===== src/rtl/sbh_pkg.sv =====
// Shared types, constants and helpers of the string bucket hash block.
package sbh_pkg;

    localparam int unsigned HASH_W       = 32;
    localparam int unsigned BYTE_W       = 8;
    localparam int unsigned INDEX_W      = 20;
    localparam int unsigned DIVISOR_W    = 21;
    localparam int unsigned MULT_W       = 18;
    localparam int unsigned PROD_W       = HASH_W + MULT_W;
    localparam int unsigned DIV_STEPS    = HASH_W;
    localparam int unsigned STEP_CNT_W   = $clog2(DIV_STEPS);
    localparam int unsigned HASH_SHIFT   = 7;
    localparam int unsigned CFG_IDX_W    = 8;
    localparam int unsigned OUT_TDATA_W  = ((INDEX_W + 7) / 8) * 8;
    localparam int unsigned DEF_BUCKET_WIDTH = 21;

    localparam logic [MULT_W-1:0]    HASH_MULT        = 18'd149711;
    localparam logic [DIVISOR_W-1:0] ZERO_COUNT_SUBST = 21'd2;
    localparam logic [DIVISOR_W-1:0] MAX_BUCKETS      = 21'd1048576;

    localparam logic [CFG_IDX_W-1:0] REG_BUCKET_COUNT = 8'd0;
    localparam logic [CFG_IDX_W-1:0] REG_CASE_FOLD    = 8'd1;

    localparam logic [BYTE_W-1:0] ASCII_UPPER_A = 8'h41;
    localparam logic [BYTE_W-1:0] ASCII_UPPER_Z = 8'h5A;
    localparam logic [BYTE_W-1:0] ASCII_CASE_OFFSET = 8'h20;

    typedef enum logic [2:0] {
        ST_IDLE,
        ST_MULT,
        ST_LOAD,
        ST_DIV,
        ST_DONE
    } state_t;

    // Status of the divider as seen by the sequencer.
    typedef struct packed {
        logic busy;
        logic done;
    } div_status_t;

    // Maps ASCII upper case letters to lower case when folding is enabled.
    function automatic logic [BYTE_W-1:0] fold_byte(input logic [BYTE_W-1:0] b,
                                                    input logic fold);
        logic [BYTE_W-1:0] r;
        r = b;
        if (fold && (b >= ASCII_UPPER_A) && (b <= ASCII_UPPER_Z))
        begin
            r = b + ASCII_CASE_OFFSET;
        end
        return r;
    endfunction

endpackage


===== src/rtl/sbh_div.sv =====
// Restoring remainder unit: one quotient bit per cycle over the hash word.
module sbh_div (
    input  logic                                clk,
    input  logic                                rst_n,
    input  logic                                start,
    input  logic [sbh_pkg::HASH_W-1:0]          dividend,
    input  logic [sbh_pkg::DIVISOR_W-1:0]       divisor,
    output sbh_pkg::div_status_t                status,
    output logic [sbh_pkg::INDEX_W-1:0]         remainder
);

    logic [sbh_pkg::DIVISOR_W-1:0]  rem_reg, rem_next;
    logic [sbh_pkg::HASH_W-1:0]     dvd_reg, dvd_next;
    logic [sbh_pkg::DIVISOR_W-1:0]  dvs_reg, dvs_next;
    logic [sbh_pkg::STEP_CNT_W-1:0] cnt_reg, cnt_next;
    logic                           busy_reg, busy_next;
    logic                           done_reg, done_next;

    logic [sbh_pkg::DIVISOR_W:0]    trial;
    logic [sbh_pkg::DIVISOR_W+1:0]  diff;

    // The remainder stays below the divisor, so it never needs more than 21 bits.
    assign trial = {rem_reg, dvd_reg[sbh_pkg::HASH_W-1]};
    assign diff  = {1'b0, trial} - {2'b00, dvs_reg};

    always_comb
    begin
        rem_next  = rem_reg;
        dvd_next  = dvd_reg;
        dvs_next  = dvs_reg;
        cnt_next  = cnt_reg;
        busy_next = busy_reg;
        done_next = 1'b0;
        if (start)
        begin
            rem_next  = '0;
            dvd_next  = dividend;
            dvs_next  = divisor;
            cnt_next  = '0;
            busy_next = 1'b1;
        end
        else if (busy_reg)
        begin
            dvd_next = {dvd_reg[sbh_pkg::HASH_W-2:0], 1'b0};
            if (!diff[sbh_pkg::DIVISOR_W+1])
            begin
                rem_next = diff[sbh_pkg::DIVISOR_W-1:0];
            end
            else
            begin
                rem_next = trial[sbh_pkg::DIVISOR_W-1:0];
            end
            cnt_next = cnt_reg + 1'b1;
            if (cnt_reg == sbh_pkg::STEP_CNT_W'(sbh_pkg::DIV_STEPS - 1))
            begin
                busy_next = 1'b0;
                done_next = 1'b1;
            end
        end
    end

    always_ff @(posedge clk or negedge rst_n)
    begin
        if (!rst_n)
        begin
            busy_reg <= 1'b0;
            done_reg <= 1'b0;
            cnt_reg  <= '0;
        end
        else
        begin
            busy_reg <= busy_next;
            done_reg <= done_next;
            cnt_reg  <= cnt_next;
        end
    end

    always_ff @(posedge clk)
    begin
        rem_reg <= rem_next;
        dvd_reg <= dvd_next;
        dvs_reg <= dvs_next;
    end

    assign status.busy = busy_reg;
    assign status.done = done_reg;
    assign remainder   = rem_reg[sbh_pkg::INDEX_W-1:0];

endmodule


===== src/rtl/string_bucket_hash.sv =====
// Top level of the string bucket hash: byte accumulator, sequencer and output stage.
//
// The block hashes a key that arrives one byte per item on the slave stream.
// Every nonzero byte updates a 32-bit accumulator as acc + (acc << 7) + byte,
// so while the sequencer is idle key bytes are taken back to back at one per
// clock; with case folding on, ASCII A to Z are lowered first. A zero byte
// ends the key: the accumulator is multiplied by 149711 (low 32 bits kept),
// reduced modulo the bucket count, and the bucket index is sent on the master
// stream, after which the accumulator starts over from zero. The terminator
// occupies the block, and no byte is accepted, through the multiply, the load
// of the divider, the restoring divider that produces one quotient bit per
// cycle, and the hand-off. The result sits in an output register, so bytes
// of the next key are accepted while it waits for the consumer; only if the
// next key ends while that index is still waiting does the hand-off stretch
// until the consumer takes it. A bucket count of zero is treated as two,
// and counts above 1048576 are clamped to 1048576. Configuration (index 0:
// bucket count, index 1: case fold) is always accepted and should only be
// written while no key is in progress.
module string_bucket_hash #(
    parameter int unsigned BUCKET_WIDTH = sbh_pkg::DEF_BUCKET_WIDTH
) (
    input  logic                                clk,
    input  logic                                rst_n,
    // Slave stream. tdata bits: [7:0] key_byte.
    input  logic                                s_tvalid,
    output logic                                s_tready,
    input  logic [sbh_pkg::BYTE_W-1:0]          s_tdata,
    // Master stream. tdata bits: [19:0] bucket_index, [23:20] zero.
    output logic                                m_tvalid,
    input  logic                                m_tready,
    output logic [sbh_pkg::OUT_TDATA_W-1:0]     m_tdata,
    // Configuration write channel.
    input  logic                                cfg_valid,
    output logic                                cfg_ready,
    input  logic [sbh_pkg::CFG_IDX_W-1:0]       cfg_index,
    input  logic [BUCKET_WIDTH-1:0]             cfg_data
);

    // Width used to compare the bucket count against the clamp limit.
    localparam int unsigned CMP_W = (BUCKET_WIDTH > sbh_pkg::DIVISOR_W) ?
                                    BUCKET_WIDTH : sbh_pkg::DIVISOR_W;

    sbh_pkg::state_t state_reg, state_next;

    logic [BUCKET_WIDTH-1:0]             bucket_count_reg;
    logic                                case_fold_reg;
    logic [sbh_pkg::HASH_W-1:0]          acc_reg, acc_next;
    logic [sbh_pkg::HASH_W-1:0]          prod_reg, prod_next;
    logic                                m_valid_reg, m_valid_next;
    logic [sbh_pkg::INDEX_W-1:0]         m_data_reg, m_data_next;

    logic                                in_fire;
    logic [sbh_pkg::BYTE_W-1:0]          folded;
    logic [sbh_pkg::PROD_W-1:0]          mul_full;
    logic [CMP_W-1:0]                    count_ext;
    logic [sbh_pkg::DIVISOR_W-1:0]       eff_count;
    logic                                div_start;
    sbh_pkg::div_status_t                div_status;
    logic [sbh_pkg::INDEX_W-1:0]         div_rem;

    // Bytes are taken only while the sequencer is idle.
    assign s_tready  = (state_reg == sbh_pkg::ST_IDLE);
    assign in_fire   = s_tvalid && s_tready;
    assign cfg_ready = 1'b1;

    assign folded = sbh_pkg::fold_byte(s_tdata, case_fold_reg);

    // One 32 x 18 multiply; only the low 32 bits of the product matter.
    assign mul_full = {{sbh_pkg::MULT_W{1'b0}}, acc_reg} *
                      {{sbh_pkg::HASH_W{1'b0}}, sbh_pkg::HASH_MULT};

    // Effective bucket count: zero becomes two, large counts are clamped.
    assign count_ext = CMP_W'(bucket_count_reg);
    always_comb
    begin
        if (count_ext == '0)
        begin
            eff_count = sbh_pkg::ZERO_COUNT_SUBST;
        end
        else if (count_ext > CMP_W'(sbh_pkg::MAX_BUCKETS))
        begin
            eff_count = sbh_pkg::MAX_BUCKETS;
        end
        else
        begin
            eff_count = count_ext[sbh_pkg::DIVISOR_W-1:0];
        end
    end

    // Sequencer: next state, datapath updates and output stage loading.
    always_comb
    begin
        state_next   = state_reg;
        acc_next     = acc_reg;
        prod_next    = prod_reg;
        m_valid_next = m_valid_reg;
        m_data_next  = m_data_reg;
        div_start    = 1'b0;

        if (m_valid_reg && m_tready)
        begin
            m_valid_next = 1'b0;
        end

        case (state_reg)
            sbh_pkg::ST_IDLE:
            begin
                if (in_fire)
                begin
                    if (s_tdata != '0)
                    begin
                        acc_next = acc_reg + (acc_reg << sbh_pkg::HASH_SHIFT) +
                                   sbh_pkg::HASH_W'(folded);
                    end
                    else
                    begin
                        state_next = sbh_pkg::ST_MULT;
                    end
                end
            end
            sbh_pkg::ST_MULT:
            begin
                prod_next  = mul_full[sbh_pkg::HASH_W-1:0];
                acc_next   = '0;
                state_next = sbh_pkg::ST_LOAD;
            end
            sbh_pkg::ST_LOAD:
            begin
                div_start  = 1'b1;
                state_next = sbh_pkg::ST_DIV;
            end
            sbh_pkg::ST_DIV:
            begin
                if (div_status.done)
                begin
                    state_next = sbh_pkg::ST_DONE;
                end
            end
            sbh_pkg::ST_DONE:
            begin
                // Wait until the output register is free, then hand over.
                if (!m_valid_reg || m_tready)
                begin
                    m_valid_next = 1'b1;
                    m_data_next  = div_rem;
                    state_next   = sbh_pkg::ST_IDLE;
                end
            end
            default:
            begin
                state_next = sbh_pkg::ST_IDLE;
            end
        endcase
    end

    always_ff @(posedge clk or negedge rst_n)
    begin
        if (!rst_n)
        begin
            state_reg        <= sbh_pkg::ST_IDLE;
            acc_reg          <= '0;
            m_valid_reg      <= 1'b0;
            bucket_count_reg <= BUCKET_WIDTH'(sbh_pkg::ZERO_COUNT_SUBST);
            case_fold_reg    <= 1'b0;
        end
        else
        begin
            state_reg   <= state_next;
            acc_reg     <= acc_next;
            m_valid_reg <= m_valid_next;
            if (cfg_valid && cfg_ready)
            begin
                case (cfg_index)
                    sbh_pkg::REG_BUCKET_COUNT: bucket_count_reg <= cfg_data;
                    sbh_pkg::REG_CASE_FOLD:    case_fold_reg    <= cfg_data[0];
                    default:                   ;
                endcase
            end
        end
    end

    always_ff @(posedge clk)
    begin
        prod_reg   <= prod_next;
        m_data_reg <= m_data_next;
    end

    // Remainder unit, started once per key.
    sbh_div u_div (
        .clk       (clk),
        .rst_n     (rst_n),
        .start     (div_start),
        .dividend  (prod_reg),
        .divisor   (eff_count),
        .status    (div_status),
        .remainder (div_rem)
    );

    assign m_tvalid = m_valid_reg;
    assign m_tdata  = sbh_pkg::OUT_TDATA_W'(m_data_reg);

endmodule


===== config.mk =====
export PLATFORM = sky130hd
export DESIGN_NAME = string_bucket_hash
export DESIGN_NICKNAME = d
export VERILOG_FILES = /design/src/rtl/sbh_pkg.sv /design/src/rtl/sbh_div.sv /design/src/rtl/string_bucket_hash.sv
export SDC_FILE = /design/constraint.sdc
export NUM_CORES = 1
export LEC_CHECK = 0
export BUFFER_PORTS_ARGS = -buffer_cell sky130_fd_sc_hd__buf_2
export CAP_MARGIN = 20
export CORE_UTILIZATION = 50
export DETAILED_ROUTE_END_ITERATION = 7
export PLACE_DENSITY = 0.7
export SETUP_SLACK_MARGIN = 0.15
export SLEW_MARGIN = 30
export SYNTH_ARGS = -nofsm -noshare
export SYNTH_HDL_FRONTEND = slang
export SYNTH_HIERARCHICAL = 1
export SYNTH_SLANG_ARGS = --single-unit

===== constraint.sdc =====
create_clock -name clk -period 13.3 [get_ports clk]
set_clock_uncertainty 0.1 [all_clocks]
set_input_delay 3.99 -clock clk [delete_from_list [all_inputs] [get_ports clk]]
set_output_delay 3.99 -clock clk [all_outputs]
set_load 0.005 [all_outputs]

# After elaboration in Yosys (flattened, before gate mapping)
# Cells that the tools add are included.
# op_classes
n_addsub,5
multipliers,1
div_mod_pow,0
n_lt_le_gt_ge,3
n_eq_ne,11
shift,0
muxes,25
bitwise_logic,0
n_reduce_logical,18
# op_table
op,n
$mux W32,4
$pmux W32 S2,1
$mux W21,2
$add A32 B32 Y32,1
$add A32 B8 Y32,1
$mul A32 B18 Y32 const B,1
$sub A22 B21 Y23,1
$gt A21 B21 Y1 const B,1
$logic_not A21 Y1,1
$pmux W3 S5,1
$mux W3,4
$mux W1,10
$mux W5,2
$add A8 B6 Y8 const B,1
$eq A8 B1 Y1 const B,1
$ge A8 B7 Y1 const B,1
$le A8 B7 Y1 const B,1
$logic_not A8 Y1,1
$mux W8,1
$reduce_bool A8 Y1,1
$eq A3 B2 Y1 const B,2
$ne A2 B1 Y1 const B,3
$reduce_and A2 Y1,3
$add A5 B1 Y5 const B,1
12 further kinds,17
# word_totals
reg_bits,191
latch_bits,0
ram_bits,0
rom_bits,0
input_bits,42
wordCells,77
mem_count,0

# Depth between registers and ports, before layout
# Gate-level depths: netlist of the first run.
# depth
depth_word,8
mapped_depth,22

# Hierarchy
# The synthesis of the first run kept the hierarchy.
# by_module_without_submodules
module,instances,cells_each,area_each_um2,seq_area_each_um2
string_bucket_hash,1,1320,13123.8,3014.1
sbh_div,1,438,4703.3,2187.1

# Least setup slack after synthesis of the first run
# No wires, ideal clock.
# synth_timing
path_kind,input port to flip-flop
from,input s_tdata[2] (netlist name)
to,register acc_reg[31] (netlist name)
setup_ps,129
arrival_time_ps,6901
required_time_ps,13071
setup_slack_ps,6170
stages,17
cell_sequence,nor3_1 > nand3_1 > nand4_1 > a31oi_1 > a21oi_1 > fa_1 > inv_1 > ha_1 > and2_1 > nor3b_2 > o31ai_4 > a21oi_2 > nor3_4 > a211o_1 > and3_1 > o41ai_2 > nand2_1
# synth_between
elab_chain_cells,8
# synth_rtl
element,line_no,rtl
"start, declared",string_bucket_hash.sv:27,"input logic [sbh_pkg::BYTE_W-1:0] s_tdata,"
$ge A8 B7 Y1,sbh_pkg.sv:47,if (fold && (b >= ASCII_UPPER_A) && (b <= ASCII_UPPER_Z))
$logic_and A1 B1 Y1 (2 in a row),sbh_pkg.sv:47,
$mux W8,sbh_pkg.sv:47,
$add A32 B8 Y32,string_bucket_hash.sv:112,acc_next = acc_reg + (acc_reg << sbh_pkg::HASH_SHIFT) +
$mux W32,string_bucket_hash.sv:110,if (s_tdata != '0)
$mux W32,string_bucket_hash.sv:108,if (in_fire)
$pmux W32 S2,string_bucket_hash.sv:105,case (state_reg)
"end signal, assigned",string_bucket_hash.sv:169,acc_reg <= acc_next;
"end, declared",string_bucket_hash.sv:47,"logic [sbh_pkg::HASH_W-1:0] acc_reg, acc_next;"
# Several ways; a longest one is shown, not always the timed one. The select of a mux whose other input is x is not followed.
# A chain may end at the register's enable or synchronous reset.

# Worst setup path after layout of the first run
# Same ends and word-level chain as after synthesis.

==> results of run 1 <==
-- worst max path at each step --
stage / slack (ps) / start / end / cells after the start
after floorplan: 6170 / s_tdata[2] / acc_reg[31]$_DFFE_PN0P_ / 17
after global placement: 5750 / s_tdata[2] / acc_reg[31]$_DFFE_PN0P_ / 18
after detailed placement: 5620 / s_tdata[2] / acc_reg[31]$_DFFE_PN0P_ / 18
after CTS: 6100 / s_tdata[2] / acc_reg[31]$_DFFE_PN0P_ / 18
after global routing: 5880 / s_tdata[0] / acc_reg[31]$_DFFE_PN0P_ / 18
final: 6080 / s_tdata[2] / acc_reg[31]$_DFFE_PN0P_ / 18
-- area by class of cell --
type	count	area [sq um]
inverter	392	1470
fill	3027	15800
multi-input combinational	1113	10800
clock inverter	14	145
timing repair buffer	71	379
clock buffer	18	429
sequential	191	5200
tap	455	569
-- through the flow --
stage / hold slack (ps) / std cells / worst slack, ps / cell area, sq um / utilization, %
after floorplan: 377 / 1760 / 6170 / 17800 / -
after global placement: 389 / 2222 / 5750 / 18400 / 52.9
after detailed placement: 389 / 2222 / 5620 / 18400 / 52.9
after CTS: 407 / 2254 / 6100 / 19000 / 54.5
after global routing: 426 / 2254 / 5880 / 19000 / 54.6
final: 407 / 2254 / 6080 / 19000 / 54.6
-- routing by layer --
layer,part of all wire [%],vias to the layer above,track usage (%)
li1,-,5895,-
met1,46,6042,29.7
met2,49,226,35.5
met3,3.5,39,2.80
met4,1.3,0,4.65
met5,0,-,0
==> results by group, run 1 <==
Critical path
  • Critical path cell sequence: buf_2 -> nor3_1 -> nand3_1 -> nand4_1 -> a31oi_1 -> a21oi_1 -> fa_1 -> inv_1 -> ha_1 -> and2_1 -> nor3b_2 -> o31ai_4 -> a21oi_2 -> nor3_4 -> a211o_1 -> and3_1 -> o41ai_2 -> nand2_1
  • Crit path kind: primary input to flip-flop
  • Worst R2R Start: acc_reg[10]$_DFFE_PN0P_
  • Largest stage delay, worst path: a little under 500 ps
  • Worst setup SP type: primary input
  • Max FO, Critical Path: 5
  • Crit path required time: 13530 ps
  • Critical path capture point type: flip-flop
  • Worst path slowest cell: fa_1
  • CP bufs+invs: 2
  • FF-to-FF path depth: 19
  • Crit path max-delay family: compound AO/OA/AOI/OAI gates
  • CP arrival: 7450 ps
  • R2R Setup Slk: 7140 ps
  • R2R Path End: prod_reg[31]$_DFFE_PP_

Global routing
  • First-pass GRT wire length: 61200 microns
  • GRT Residual Overflow: 0
  • Initial antenna violation count: 0
  • Largest net degree at the start of global routing: 66
  • Gr usage total: roughly a fifth
  • Number of global-route vias before repair: between 10000 and 15000

Job
  • Max-cap violations: 0

Timing
  • Tmin final: between 7000 and 8000 ps
  • RSZ-0062 raised after global routing: no
  • Measured slew at the worst slew-check pin: 842 ps
  • Period utilisation layout: 54.3%
  • Fin. max-slew vios: 0
  • Relative slew slack: 43.5%
  • Max Fclk: 139 MHz
  • Hold Vio Cnt, Final: 0
  • Final TNS setup: 0 ps
  • Final Setup Violations: 0

Status
  • Outcome: finished clean

Synth
  • Gate Count Post-Synth: 1757
  • Syn_area_per_cell: 10.1 sq um
  • Synthesized area: 0.0178 sq mm
  • YS warnings: 6

Hold path
  • Cells on Worst Hold Path: 0
  • Min-Delay Endpoint: m_data_reg[2]$_DFFE_PP_
  • Worst hold path startpoint: u_div/rem_reg[2]$_SDFFE_PP0P_
  • Worst Hold Class: flip-flop to flip-flop

Clock network
  • CTS root buf: clkbuf_16
  • Bufs on Longest Clock Path: 2
  • Htree depth: 4
  • # hold bufs at CTS: 0
  • Insertion delay to the later sink of the worst-skew pair: between 400 and 500 ps
  • CTS tree: done
  • Post-CTS sizing: 0
  • Setup Buffers After CTS: 0
  • Clk pin slew, worst setup/hold paths: 70 ps
  • CTS buffer count: 17
  • TritonCTS Sinks: 191

Die
  • Die ar.: 0.0364 sq mm
  • Die X: 191 microns
  • Initial Util: 51.2%
  • Core ar.: between 0.03 and 0.04 sq mm
  • Top-Level Pins: 69
  • Die Y: 191 microns
  • Rows: 68

Detailed routing
  • DR iter-0 viols: 720
  • Total number of vias: 12200
  • Via density: 5.41
  • 1st-pass router iterations: 7
  • Final WL: ~37000 microns
  • Final antenna-violating net count: 0
  • Routed length per instance: 16.3 microns
  • Drc violations: 0

Place
  • Routability Congestion: between 0.8 and 0.9
  • Port bufs: 63
  • DPL Wire Length: 28300 microns

Layout
  • Share of layout cells above drive strength 1: about a tenth
  • Most common cell after layout, fill and taps aside: inv_1
  • Final net count: between 2000 and 2500
  • Inserted Diodes: 0
  • Commonest non-fill, non-tap cells in the layout: inv_1 (392), ha_1 (227), fa_1 (150), edfxtp_1 (105), nor2_1 (70)
  • Area growth from synthesis to layout: 6.54%
Power of run 1 is not shown: default switching activity piles up to over one toggle a cycle in this logic, so the estimate is an artifact.
==> run 2: changes to the inputs <==
clock period = 6.9 ns   (was 13.3 ns; I/O delays follow)
==> run 2 against run 1 <==
  * Routed wire length down 0.35%
  * Via count rose by 0.30%
  * Register-to-register slack got worse by 6100 ps
  * Count of clock-buffer cells in the layout decreased by 1
  * Worst setup slack got worse by 5000 ps
  * Sequential share of layout area is 0.090 points lower
  * Sequential cell count unchanged
  * Die area unchanged
==> results by group, run 2 (synthesized netlist as in run 1, its figures left out) <==
Place
  • Routability Congestion: 0.900 (was 0.889)
  • DPL Wire Length: 28800 microns (was 28300 microns)
  • Port bufs: 63 (unchanged)

Critical path
  • CP most frequent cell: inv_1
  • CP arrival: 5950 ps (was 7450 ps)
  • Critical path capture point type: flip-flop (unchanged)
  • CP bufs+invs: 6 (was 2)
  • Max FO, Critical Path: 10 (was 5)
  • Largest stage delay, worst path: 650 ps (was 490 ps)
  • Crit path max-delay family: adder cells (was compound AO/OA/AOI/OAI gates)
  • FF-to-FF path depth: 20 (was 19)
  • Worst R2R Start: acc_reg[13]$_DFFE_PN0P_ (was acc_reg[10]$_DFFE_PN0P_)
  • Stages on worst setup path: 20 (was 18)
  • R2R Path End: prod_reg[30]$_DFFE_PP_ (was prod_reg[31]$_DFFE_PP_)
  • Critical path cell sequence: inv_1 -> fa_1 -> inv_1 -> ha_1 -> inv_1 -> fa_1 -> inv_1 -> fa_1 -> inv_1 -> fa_1 -> inv_1 -> ha_1 -> and3_1 -> nand2_1 -> o221a_1 -> a211o_1 -> o311ai_1 -> a31o_1 -> a21oi_1 -> xnor2_1 (was buf_2 -> nor3_1 -> nand3_1 -> nand4_1 -> a31oi_1 -> a21oi_1 -> fa_1 -> inv_1 -> ha_1 -> and2_1 -> nor3b_2 -> o31ai_4 -> a21oi_2 -> nor3_4 -> a211o_1 -> and3_1 -> o41ai_2 -> nand2_1)
  • Worst path slowest cell: dfrtp_1 (was fa_1)
  • Worst setup SP type: flip-flop (was primary input)
  • Crit path required time: 7020 ps (was 13530 ps)
  • Crit path kind: flip-flop to flip-flop (was primary input to flip-flop)
  • R2R Setup Slk: 1070 ps (was 7140 ps)

Timing
  • Final TNS setup: 0 ps (unchanged)
  • Relative slew slack: 42.7% (was 43.5%)
  • RSZ-0062 raised after global routing: no (unchanged)
  • Hold Vio Cnt, Final: 0 (unchanged)
  • Tmin final: 5830 ps
  • Max Fclk: roughly 170 MHz
  • Period utilisation layout: between 80 and 90%
  • Fin. max-slew vios: 0 (unchanged)
  • Final Setup Violations: 0 (unchanged)
  • Measured slew at the worst slew-check pin: 858 ps (was 842 ps)

Detailed routing
  • Final WL: 36600 microns (was 36700 microns)
  • Final antenna-violating net count: 0 (unchanged)
  • DR iter-0 viols: 593 (was 720)
  • 1st-pass router iterations: 5 (was 7)
  • Total number of vias: 12200 (about the same)
  • Via density: 5.42 (was 5.41)
  • Routed length per instance: 16.2 microns (was 16.3 microns)
  • Drc violations: 0 (unchanged)

Hold path
  • Worst hold path startpoint: u_div/rem_reg[5]$_SDFFE_PP0P_ (was u_div/rem_reg[2]$_SDFFE_PP0P_)
  • Min-Delay Endpoint: m_data_reg[5]$_DFFE_PP_ (was m_data_reg[2]$_DFFE_PP_)
  • Worst Hold Class: flip-flop to flip-flop (unchanged)
  • Cells on Worst Hold Path: 0 (unchanged)

Global routing
  • Initial antenna violation count: 3 (was 0)
  • First-pass GRT wire length: 60700 microns (was 61200 microns)
  • Largest net degree at the start of global routing: 66 (unchanged)
  • Gr usage total: 21.3% (about the same)
  • GRT Residual Overflow: 0 (unchanged)
  • Number of global-route vias before repair: 12200 (was 12300)

Die
  • Die Y: 191 microns (unchanged)
  • Die X: 191 microns (unchanged)
  • Initial Util: 51.2% (unchanged)
  • Core ar.: 0.0348 sq mm (unchanged)
  • Die ar.: 0.0364 sq mm (unchanged)
  • Rows: 68 (unchanged)
  • Top-Level Pins: 69 (unchanged)

Clock network
  • Clk pin slew, worst setup/hold paths: 80 ps (was 70 ps)
  • CTS buffer count: 17 (unchanged)
  • Insertion delay to the later sink of the worst-skew pair: 470 ps (was 460 ps)
  • Htree depth: 4 (unchanged)
  • CTS root buf: clkbuf_16 (unchanged)
  • # hold bufs at CTS: 0 (unchanged)
  • TritonCTS Sinks: 191 (unchanged)
  • Bufs on Longest Clock Path: 2 (unchanged)
  • Setup Buffers After CTS: 0 (unchanged)
  • CTS tree: done (unchanged)
  • Post-CTS sizing: 0 (unchanged)

Status
  • Outcome: finished clean (unchanged)

Job
  • Max-cap violations: 0 (unchanged)

Layout
  • Most common cell after layout, fill and taps aside: inv_1 (unchanged)
  • Final net count: 2207 (was 2205)
  • Commonest non-fill, non-tap cells in the layout: inv_1 (392), ha_1 (227), fa_1 (150), edfxtp_1 (105), nor2_1 (70) (unchanged)
  • Share of layout cells above drive strength 1: 10.7% (was 10.5%)
  • Area growth from synthesis to layout: 6.90% (was 6.54%)
run 2: cell count changes in the layout (fill, tap and decap cells not counted), sizes merged:
| cell | before | now |
|---|---|---|
| clkinv | 6 | 9 |
| clkbuf | 18 | 17 |
| buf | 71 | 73 |
| diode | 0 | 3 |
| inv | 400 | 398 |
run 2: metal layers:
metal | vias up | GRT usage, % | wire [microns]
met5 | - | 0 | 0
met4 | 0 | 6.31 | 607
met3 | 43 | 3.46 | 1620
met2 | 258 | 34.1 | 17300
met1 | 6033 | 29.6 | 17100
li1 | 5904 | - | -
run 2: how the worst max path moves through the flow:
stage,from,end,slack [ps]
floorplan,acc_reg[14]$_DFFE_PN0P_,prod_reg[31]$_DFFE_PP_,1620
global placement,acc_reg[14]$_DFFE_PN0P_,prod_reg[31]$_DFFE_PP_,1230
detailed placement,acc_reg[13]$_DFFE_PN0P_,prod_reg[30]$_DFFE_PP_,1070
CTS,acc_reg[13]$_DFFE_PN0P_,prod_reg[30]$_DFFE_PP_,1040
global route,acc_reg[13]$_DFFE_PN0P_,prod_reg[30]$_DFFE_PP_,690
finish,acc_reg[13]$_DFFE_PN0P_,prod_reg[30]$_DFFE_PP_,1070
run 2: per-stage QoR:
stage	worst slack (ps)	instance area (sq um)	hold slack [ps]	util, %	std cells
6_report	1070	19000	409	54.7	2259
5_1_grt	691	19000	428	54.7	2259
4_1_cts	1040	19000	412	54.7	2256
3_5_place_dp	1070	18400	393	52.9	2224
3_3_place_gp	1230	18400	391	52.9	2224
2_1_floorplan	1620	17800	377	-	1760
run 2: area by class of cell:
type                    instances  area (sq um)
clock inverters                15           189
diodes                          3          7.51
well taps                     455           569
fillers                      3009         15800
inverters                     392          1470
flip-flops and latches        191          5200
repair buffers                 73           394
clock buffers                  17           425
multi-input cells            1113         10800
Power of run 2 is left out for the same reason.
==> run 3: changes to the inputs <==
clock period = 5.9 ns   (was 6.9 ns; I/O delays follow)
==> run 3 against run 2 <==
  * Sequential cell count is the same
  * Sequential share of layout area shrank 0.14 points
  * Largest cell class unchanged
  * Register-to-register slack lost 650 ps
  * Global-route usage grew 0.62 points
==> results by group, run 3 (synthesized netlist as in run 1, its figures left out) <==
Critical path
  • Critical path capture point type: flip-flop (unchanged)
  • CP bufs+invs: 4 (was 6)
  • Worst R2R Start: acc_reg[5]$_DFFE_PN0P_ (was acc_reg[13]$_DFFE_PN0P_)
  • CP arrival: 5600 ps (was 5950 ps)
  • Worst setup SP type: flip-flop (unchanged)
  • Crit path max-delay family: adder cells (unchanged)
  • Worst path slowest cell: fa_1 (was dfrtp_1)
  • Crit path kind: flip-flop to flip-flop (unchanged)
  • Crit path required time: 6010 ps (was 7020 ps)
  • Critical path cell sequence: ha_1 -> fa_1 -> ha_1 -> inv_1 -> fa_1 -> inv_1 -> fa_1 -> inv_1 -> fa_1 -> inv_1 -> ha_1 -> and3_1 -> nand2_1 -> o221a_1 -> a211o_2 -> o311ai_1 -> a31o_1 -> a21oi_1 -> xnor2_1 (was inv_1 -> fa_1 -> inv_1 -> ha_1 -> inv_1 -> fa_1 -> inv_1 -> fa_1 -> inv_1 -> fa_1 -> inv_1 -> ha_1 -> and3_1 -> nand2_1 -> o221a_1 -> a211o_1 -> o311ai_1 -> a31o_1 -> a21oi_1 -> xnor2_1)
  • Max FO, Critical Path: 9 (was 10)
  • Crit path from: acc_reg[5]$_DFFE_PN0P_ (was acc_reg[13]$_DFFE_PN0P_)
  • Largest stage delay, worst path: 540 ps (was 650 ps)

Place
  • Setup slack at placement: 356 ps (was 1070 ps)
  • Routability Congestion: 0.878 (was 0.900)
  • DPL Wire Length: 29700 microns (was 28800 microns)
  • Port bufs: 63 (unchanged)

Die
  • Die X: 191 microns (unchanged)
  • Die ar.: 0.0364 sq mm (unchanged)
  • Rows: 68 (unchanged)
  • Top-Level Pins: 69 (unchanged)
  • Core ar.: 0.0348 sq mm (unchanged)
  • Initial Util: 51.2% (unchanged)
  • Die Y: 191 microns (unchanged)

Detailed routing
  • Routed length per instance: 16.3 microns (was 16.2 microns)
  • Final WL: 37200 microns (was 36600 microns)
  • Total number of vias: 12200 (about the same)
  • Via density: 5.37 (was 5.42)
  • Final antenna-violating net count: 0 (unchanged)
  • DR iter-0 viols: 683 (was 593)
  • Drc violations: 0 (unchanged)
  • 1st-pass router iterations: 5 (unchanged)

Layout
  • Share of layout cells above drive strength 1: 12.1% (was 10.7%)
  • Fillers: 3060 (was 3009)
  • Final net count: 2226 (was 2207)
  • Most common cell after layout, fill and taps aside: inv_1 (unchanged)
  • Inserted Diodes: 0 (was 3)
  • Area growth from synthesis to layout: 7.67% (was 6.90%)
  • Commonest non-fill, non-tap cells in the layout: inv_1 (392), ha_1 (227), fa_1 (150), edfxtp_1 (105), nor2_1 (70) (unchanged)

Job
  • Max-cap violations: 0 (unchanged)

Clock network
  • Htree depth: 4 (unchanged)
  • TritonCTS Sinks: 191 (unchanged)
  • CTS tree: done (unchanged)
  • Clk pin slew, worst setup/hold paths: 70 ps (was 80 ps)
  • Insertion delay to the later sink of the worst-skew pair: 460 ps (was 470 ps)
  • # hold bufs at CTS: 0 (unchanged)
  • CTS buffer count: 17 (unchanged)
  • Bufs on Longest Clock Path: 2 (unchanged)
  • CTS root buf: clkbuf_16 (unchanged)

Global routing
  • Initial antenna violation count: 1 (was 3)
  • GRT met3 Usage: 3.61% (was 3.46%)
  • Grt met1 use: 29.8% (was 29.6%)
  • First-pass GRT wire length: 62400 microns (was 60700 microns)
  • Largest net degree at the start of global routing: 63 (was 66)
  • Number of global-route vias before repair: 12400 (was 12200)
  • GR met2 Demand/Resource: 36.1% (was 34.1%)
  • GRT Residual Overflow: 0 (unchanged)
  • Gr usage total: 21.9% (was 21.3%)
  • GR peak layer: met2 (unchanged)

Hold path
  • Worst hold path startpoint: u_div/rem_reg[6]$_SDFFE_PP0P_ (was u_div/rem_reg[5]$_SDFFE_PP0P_)
  • Worst Hold Class: flip-flop to flip-flop (unchanged)

Timing
  • Tmin final: 5480 ps (was 5830 ps)
  • RSZ-0062 raised after global routing: no (unchanged)
  • Max Fclk: 182 MHz (was 171 MHz)
  • Relative slew slack: 42.3% (was 42.7%)
  • Measured slew at the worst slew-check pin: 863 ps (was 858 ps)
  • Fin. max-slew vios: 0 (unchanged)
  • Setup ws final: 418 ps (was 1070 ps)
  • Hold Vio Cnt, Final: 0 (unchanged)
  • Period utilisation layout: 92.9% (was 84.5%)
  • Final Setup Violations: 0 (unchanged)
  • Final TNS setup: 0 ps (unchanged)

Status
  • Outcome: finished clean (unchanged)
==> run 3: area by class of cell <==
type                    count  area (sq um)  area share (%)
repair buffers             92           533            2.78
flip-flops and latches    191          5210            27.2
clock buffers              18           439            2.29
inverters                 392          1470            7.67
multi-input cells        1113         10800            56.4
well taps                 455           569            2.97
clock inverters            14           150           0.783
==> run 3: final timing paths <==
kind                       depth (start not counted)  slack (ps)                               to
min in group asynchronous                          1        1240          acc_reg[30]$_DFFE_PN0P_
setup / recovery                                  19         420           prod_reg[30]$_DFFE_PP_
hold reg to reg                                    0         420          m_data_reg[6]$_DFFE_PP_
hold / removal                                     0         420          m_data_reg[6]$_DFFE_PP_
setup reg to reg                                  19         420           prod_reg[30]$_DFFE_PP_
max in group asynchronous                          2        3470  bucket_count_reg[1]$_DFFE_PN1P_
==> run 3: stage by stage <==
stage	instances	hold WS (ps)	area (sq um)	util (%)
after CTS	2275	410	19200	55.0
after detailed placement	2243	388	18600	53.3
after global routing	2275	429	19200	55.1
final	2275	418	19200	55.1
after floorplan	1760	377	17800	-
after global placement	2243	388	18600	53.3
==> run 3: timing repair <==
action | 4_1_cts | 5_1_grt
endpoints found under the setup margin | 0 | 5
resized for setup | 0 | 12
setup buffers | 0 | 0
==> run 3: layer usage <==
layer,wire (microns),share of wire [%],vias up
met5,12,0.032,-
met1,17000,46,6048
met4,523,1.4,2
li1,-,-,5937
met3,1430,3.9,39
met2,18200,49,186
==> run 3: worst register-to-register path, cell delays in order, from the launching register on <==
cell and delay (ps):
dfrtp_2 500, ha_1 350, fa_1 510, ha_1 140
inv_1 40, fa_1 470, inv_1 60, fa_1 540
inv_1 50, fa_1 480, inv_1 40, ha_1 360
and3_1 220, nand2_1 70, o221a_1 240, a211o_2 380
o311ai_1 340, a31o_1 190, a21oi_1 70, xnor2_1 120
Power of run 3 is left out for the same reason.
